### config.mk
export PLATFORM = sky130hd
export DESIGN_NAME = apvg_ctrl
export DESIGN_NICKNAME = d
export VERILOG_FILES = /design/src/sv/apvg_pkg.sv /design/src/sv/apvg_ctrl.sv
export SDC_FILE = /design/constraint.sdc
export NUM_CORES = 1
export LEC_CHECK = 0
export ABC_CLOCK_PERIOD_IN_PS = 3200
export BUFFER_PORTS_ARGS = -buffer_cell sky130_fd_sc_hd__buf_2
export CAP_MARGIN = 25
export CORE_UTILIZATION = 49
export DETAILED_ROUTE_END_ITERATION = 8
export PLACE_DENSITY_LB_ADDON = 0.25
export SLEW_MARGIN = 20
export SYNTH_ARGS = -nofsm -noshare
export SYNTH_HDL_FRONTEND = slang
export SYNTH_SLANG_ARGS = --single-unit
### constraint.sdc
create_clock -name clk_i -period 3.2 [get_ports clk_i]
set_input_delay 0.96 -clock clk_i [delete_from_list [all_inputs] [get_ports clk_i]]
set_output_delay 0.96 -clock clk_i [all_outputs]
set_load 0.02 [all_outputs]
### src/sv/apvg_pkg.sv
// Package of types, constants and tables for the arc polyline vertex generator.
package apvg_pkg;

  localparam int COORD_BITS_DEF = 12;
  localparam int FRAC_BITS_DEF  = 16;
  localparam int TABLE_BITS     = 24;
  localparam int WIDTH_BITS     = 8;
  localparam int STEP_DEG       = 10;
  localparam int FULL_TURN      = 360;
  localparam int HALF_TURN      = 180;
  localparam int QUARTER_TURN   = 90;
  localparam int CNT_BITS       = 6;
  localparam int ITER_BITS      = 5;
  localparam int MAX_STEPS      = 36;

  typedef enum logic [2:0] {
    ST_IDLE,
    ST_ATAN_START,
    ST_ATAN_END,
    ST_SWEEP,
    ST_EMIT_START,
    ST_ROTATE,
    ST_EMIT_ROT,
    ST_EMIT_END
  } apvg_state_e;

  typedef enum logic [1:0] {
    VSEL_START,
    VSEL_ROT,
    VSEL_END
  } apvg_vsel_e;

  typedef struct packed {
    logic       load;
    logic       atan_go;
    logic       atan_sel_end;
    logic       sweep_calc;
    logic       rot_go;
    logic       emit;
    apvg_vsel_e vsel;
  } apvg_cmd_t;

  typedef struct packed {
    logic                zero_width;
    logic                atan_done;
    logic                sweep_done;
    logic                rot_done;
    logic [CNT_BITS-1:0] steps;
  } apvg_stat_t;

  function automatic logic signed [31:0] atan_q24(input logic [ITER_BITS-1:0] i);
    logic signed [31:0] r;
    r = 32'sd0;
    case (i)
      5'd0:  r = 32'sd754974720;
      5'd1:  r = 32'sd445687602;
      5'd2:  r = 32'sd235489088;
      5'd3:  r = 32'sd119537938;
      5'd4:  r = 32'sd60000934;
      5'd5:  r = 32'sd30029717;
      5'd6:  r = 32'sd15018523;
      5'd7:  r = 32'sd7509720;
      5'd8:  r = 32'sd3754917;
      5'd9:  r = 32'sd1877466;
      5'd10: r = 32'sd938734;
      5'd11: r = 32'sd469367;
      5'd12: r = 32'sd234684;
      5'd13: r = 32'sd117342;
      5'd14: r = 32'sd58671;
      5'd15: r = 32'sd29335;
      5'd16: r = 32'sd14668;
      5'd17: r = 32'sd7334;
      5'd18: r = 32'sd3667;
      5'd19: r = 32'sd1833;
      5'd20: r = 32'sd917;
      5'd21: r = 32'sd458;
      5'd22: r = 32'sd229;
      5'd23: r = 32'sd115;
      default: r = 32'sd0;
    endcase
    return r;
  endfunction

  function automatic logic signed [31:0] sin_q24(input logic [3:0] k);
    logic signed [31:0] r;
    r = 32'sd0;
    case (k)
      4'd0: r = 32'sd0;
      4'd1: r = 32'sd2913333;
      4'd2: r = 32'sd5738146;
      4'd3: r = 32'sd8388608;
      4'd4: r = 32'sd10784187;
      4'd5: r = 32'sd12852093;
      4'd6: r = 32'sd14529495;
      4'd7: r = 32'sd15765426;
      4'd8: r = 32'sd16522332;
      4'd9: r = 32'sd16777216;
      default: r = 32'sd0;
    endcase
    return r;
  endfunction

endpackage

### src/sv/apvg_ctrl.sv
// Controller state machine of the arc polyline vertex generator.
module apvg_ctrl (
  input  logic                 clk_i,
  input  logic                 rst_ni,
  input  logic                 start,
  output logic                 busy,
  input  apvg_pkg::apvg_stat_t stat_i,
  output apvg_pkg::apvg_cmd_t  cmd_o
);
  import apvg_pkg::*;

  apvg_state_e         state_q, state_d;
  logic [CNT_BITS-1:0] k_q, k_d;

  always_ff @(posedge clk_i or negedge rst_ni) begin
    if (!rst_ni) begin
      state_q <= ST_IDLE;
      k_q     <= '0;
    end else begin
      state_q <= state_d;
      k_q     <= k_d;
    end
  end

  always_comb begin
    state_d = state_q;
    k_d     = k_q;
    cmd_o   = '0;
    cmd_o.vsel = VSEL_START;
    busy    = (state_q != ST_IDLE);
    case (state_q)
      ST_IDLE: begin
        if (start) begin
          cmd_o.load = 1'b1;
          state_d = ST_ATAN_START;
        end
      end
      ST_ATAN_START: begin
        if (stat_i.zero_width) begin
          state_d = ST_IDLE;
        end else if (stat_i.atan_done) begin
          cmd_o.atan_go = 1'b1;
          cmd_o.atan_sel_end = 1'b1;
          state_d = ST_ATAN_END;
        end
      end
      ST_ATAN_END: begin
        if (stat_i.atan_done) begin
          cmd_o.sweep_calc = 1'b1;
          state_d = ST_SWEEP;
        end
      end
      ST_SWEEP: begin
        if (stat_i.sweep_done) begin
          state_d = ST_EMIT_START;
        end
      end
      ST_EMIT_START: begin
        cmd_o.emit = 1'b1;
        cmd_o.vsel = VSEL_START;
        k_d = CNT_BITS'(1);
        if (stat_i.steps == '0) begin
          state_d = ST_EMIT_END;
        end else begin
          cmd_o.rot_go = 1'b1;
          state_d = ST_ROTATE;
        end
      end
      ST_ROTATE: begin
        if (stat_i.rot_done) begin
          state_d = ST_EMIT_ROT;
        end
      end
      ST_EMIT_ROT: begin
        cmd_o.emit = 1'b1;
        cmd_o.vsel = VSEL_ROT;
        if (k_q == stat_i.steps) begin
          state_d = ST_EMIT_END;
        end else begin
          k_d = k_q + CNT_BITS'(1);
          cmd_o.rot_go = 1'b1;
          state_d = ST_ROTATE;
        end
      end
      ST_EMIT_END: begin
        cmd_o.emit = 1'b1;
        cmd_o.vsel = VSEL_END;
        state_d = ST_IDLE;
      end
      default: state_d = ST_IDLE;
    endcase
  end

  a_emit_busy: assert property (@(posedge clk_i) disable iff (!rst_ni)
    cmd_o.emit |-> busy) else $error("emit while idle");
  a_end_idle: assert property (@(posedge clk_i) disable iff (!rst_ni)
    (state_q == ST_EMIT_END) |=> (state_q == ST_IDLE)) else $error("end not final");
  a_k_range: assert property (@(posedge clk_i) disable iff (!rst_ni)
    (state_q == ST_EMIT_ROT) |-> (k_q <= stat_i.steps)) else $error("step overrun");

endmodule

==> key figures <==
Setup path
  – Startpoint Class: input port
  – Reg2Reg Capture Point: k_q[4]
  – R2R Path Start: state_q[1]
  – Worst-case reg-to-reg path depth: 4
  – CP Data Required Time: 2240 ps
  – Critical path capture point type: output pin
  – R2R setup slack: 1210 ps
  – WP data arrival: 2160 ps
  – Crit Path Max Fanout: 2
  – CP Class: input port to output pin

Job
  – Max Cap Viol: 0

Layout
  – N_diodes: 0
  – Share of layout cells above drive strength 1: 24.4%
  – Layout area overhead: 18.5%
  – Non-filler instance count after layout: approximately 130
  – Finished Cell Area: 883 um^2
  – Final nets: approximately 130

Die
  – Die area: 0.00168 mm^2
  – Core area: 0.00135 mm^2
  – IO Pins: 22
  – Chip Width: 41.0 um
  – Row cnt: 13
  – Initial Utilization: between 50% and 60%
  – Die Ht: 41.0 um

Synthesis
  – Post-synthesis simple-gate area fraction: 30.2%
  – Complex-gate fraction of the synthesized area: 25.7%
  – Post-synth EDFFs: 0
  – Syn Inst Count: 98
  – Syn Area/Cell: around 7.6 um^2
  – Mapped cell area: 746 um^2
  – Adder-Cell Fraction of Synth Area: 1.68%
  – Yosys warnings: 0
  – Post-synth cell types: 36
  – Ys flop type: dfrtp_1
  – Post-synth net total: 112
  – Register bit total from synthesis: 9
  – Post-Synth XOR/XNOR Area: 7.05%
  – Mux share of post-synthesis cell area: 0%
  – Largest family of logic cells by synthesized area: simple AND/OR/NAND/NOR gates
  – Async set-reset flop share out of synthesis: 100%
  – Seq/Total Area, Yosys: 30.2%

Status
  – Status: complete, no violations

Drt
  – Avg WL per Cell: 14.5 um
  – Starting DRT DRC Count: 28
  – Final ANT Viol Nets: 0
  – Via density: 6.22
  – Vias: 833
  – Remaining DRCs: 0
  – Post-Route WL: 1940 um
  – DRT Pass-1 Iters: 4

Clock tree
  – Clock sinks: 9
  – CTS Root Cell: clkbuf_4
  – PostCTS Resize Cnt: 0
  – Skew-Pair Late Insertion Delay: 270 ps
  – H-tree lvl count: 1
  – Register clock-pin slew on the reported worst setup and hold paths: 60 ps
  – CTS max path bufs: 2
  – Total CTS buffers: 3
  – CTS hold repair buffers: 0
  – Setup bufs post-CTS: 0
  – CTS tree: built

Power and ir drop
  – Leak: 0.388 nW
  – VDD IR max: 0.546 mV
  – PwrDens: 839 mW/mm^2

Timing
  – Final setup viols: 0
  – Hold slack: 528 ps
  – Period utilization: 97.4%
  – Maximum clock rate: 321 MHz
  – Fin. Hold Viols: 0
  – RSZ-0062 raised after global routing: no
  – Worst Max-Slew Pin Slew: 433 ps
  – Minimum clock period: 3120 ps
  – Max-slew violation count: 0
  – Relative slew margins: just over 70%
  – Final Skew: 5.29 ps
  – Setup TNS: 0 ps

GRT
  – GRT overflow: 0
  – Total Routing Usage GR: roughly 27%
  – Initial antenna violation count: 0
  – Largest net degree at the start of global routing: 15
  – Vias in the first global route: 699
  – First-pass GRT wire length: roughly 2900 um

Placement
  – Hpwl dp: 1440 um
  – Port Buf Inserts: 21
  – Area after DPL: 857 um^2
  – # placed instances: 130
  – Gpl congestion: 0.903

Worst hold path
  – Min-delay worst type: input port to asynchronous set/reset pin
==> registers in the layout, summed over array words and instances, names as in the netlist <==
signal,cells
k_q,6
state_q,3
==> cells by family after synthesis <==
kind of cell	after synthesis
AND/OR/NAND/NOR	46
AO/OA/AOI/OAI	27
buffers and inverters	9
flip-flops	9
XOR/XNOR	6
adder cells (fa/ha/maj)	1
==> metal layers <==
layer / vias to the layer above / routed length (um) / global-route usage [%]
li1: 409 / - / -
met1: 387 / 869 / 35.3
met2: 33 / 909 / 41.0
met3: 4 / 140 / 8.70
met4: 0 / 21 / 9.17
met5: - / 0 / 0
==> synth_stat cells, drive strengths merged, types with 3 or more instances <==
| master | n | share of area, % |
|---|---|---|
| nor3 | 5 | 3.4 |
| dfrtp | 9 | 30 |
| o311ai | 3 | 3.5 |
| a21oi | 4 | 2.7 |
| clkbuf | 4 | 2.0 |
| nor2 | 9 | 4.5 |
| nand2b | 3 | 2.5 |
| xor2 | 6 | 7.0 |
| o21ai | 4 | 2.7 |
| o211ai | 4 | 4.0 |
| o22ai | 3 | 2.5 |
| nand2 | 15 | 7.5 |
==> critical path, stage by stage <==
cell	delay [ps]
buf_2	110
or4_1	560
o41ai_1	260
a31oi_1	80
buf_2	190
==> cell type report <==
type | instances | area [um^2]
flip-flops and latches | 9 | 225
clock buffers | 4 | 26.3
well taps | 15 | 18.8
multi-input cells | 80 | 482
fillers | 125 | 467
inverters | 3 | 11.3
repair buffers | 23 | 120
==> worst max-delay path by stage <==
stage               from       end  slack, ps  cells after the start
3_3_place_gp   stat_i[2]  cmd_o[3]        110                      5
4_1_cts        stat_i[2]  cmd_o[3]        100                      5
5_1_grt        stat_i[2]  cmd_o[3]         60                      5
3_5_place_dp   stat_i[2]  cmd_o[3]        110                      5
6_report       stat_i[2]  cmd_o[3]         80                      5
2_1_floorplan  stat_i[4]  cmd_o[3]         90                      3
==> placed cells by master, fill, tap and decap left out, types with 3 or more instances in the layout <==
cell / instances
o211ai_1: 4
dfrtp_1: 9
clkbuf_4: 3
nor2_1: 9
xor2_1: 6
o22ai_1: 3
buf_2: 21
o21ai_0: 4
a21oi_1: 4
nor3_1: 5
o311ai_0: 3
nand2b_1: 3
nand2_1: 15
==> per-stage QoR <==
step           worst slack (ps)  power (W)  util (%)
2_1_floorplan              88.1   0.000529         -
5_1_grt                    63.5   0.000808      65.4
6_report                   82.9   0.000741      65.4
3_5_place_dp                108   0.000643      63.5
3_3_place_gp                108   0.000633      63.5
4_1_cts                    98.4   0.000739      65.4
==> report_power, final <==
part	switching, W	internal (W)	leakage [nW]
registers	0.000108	0.000163	0.109
logic	0.000230	0.000149	0.264
clock network	0.0000427	0.0000482	0.0150
total	0.000381	0.000360	0.388
(Power assumes the default switching activity.)
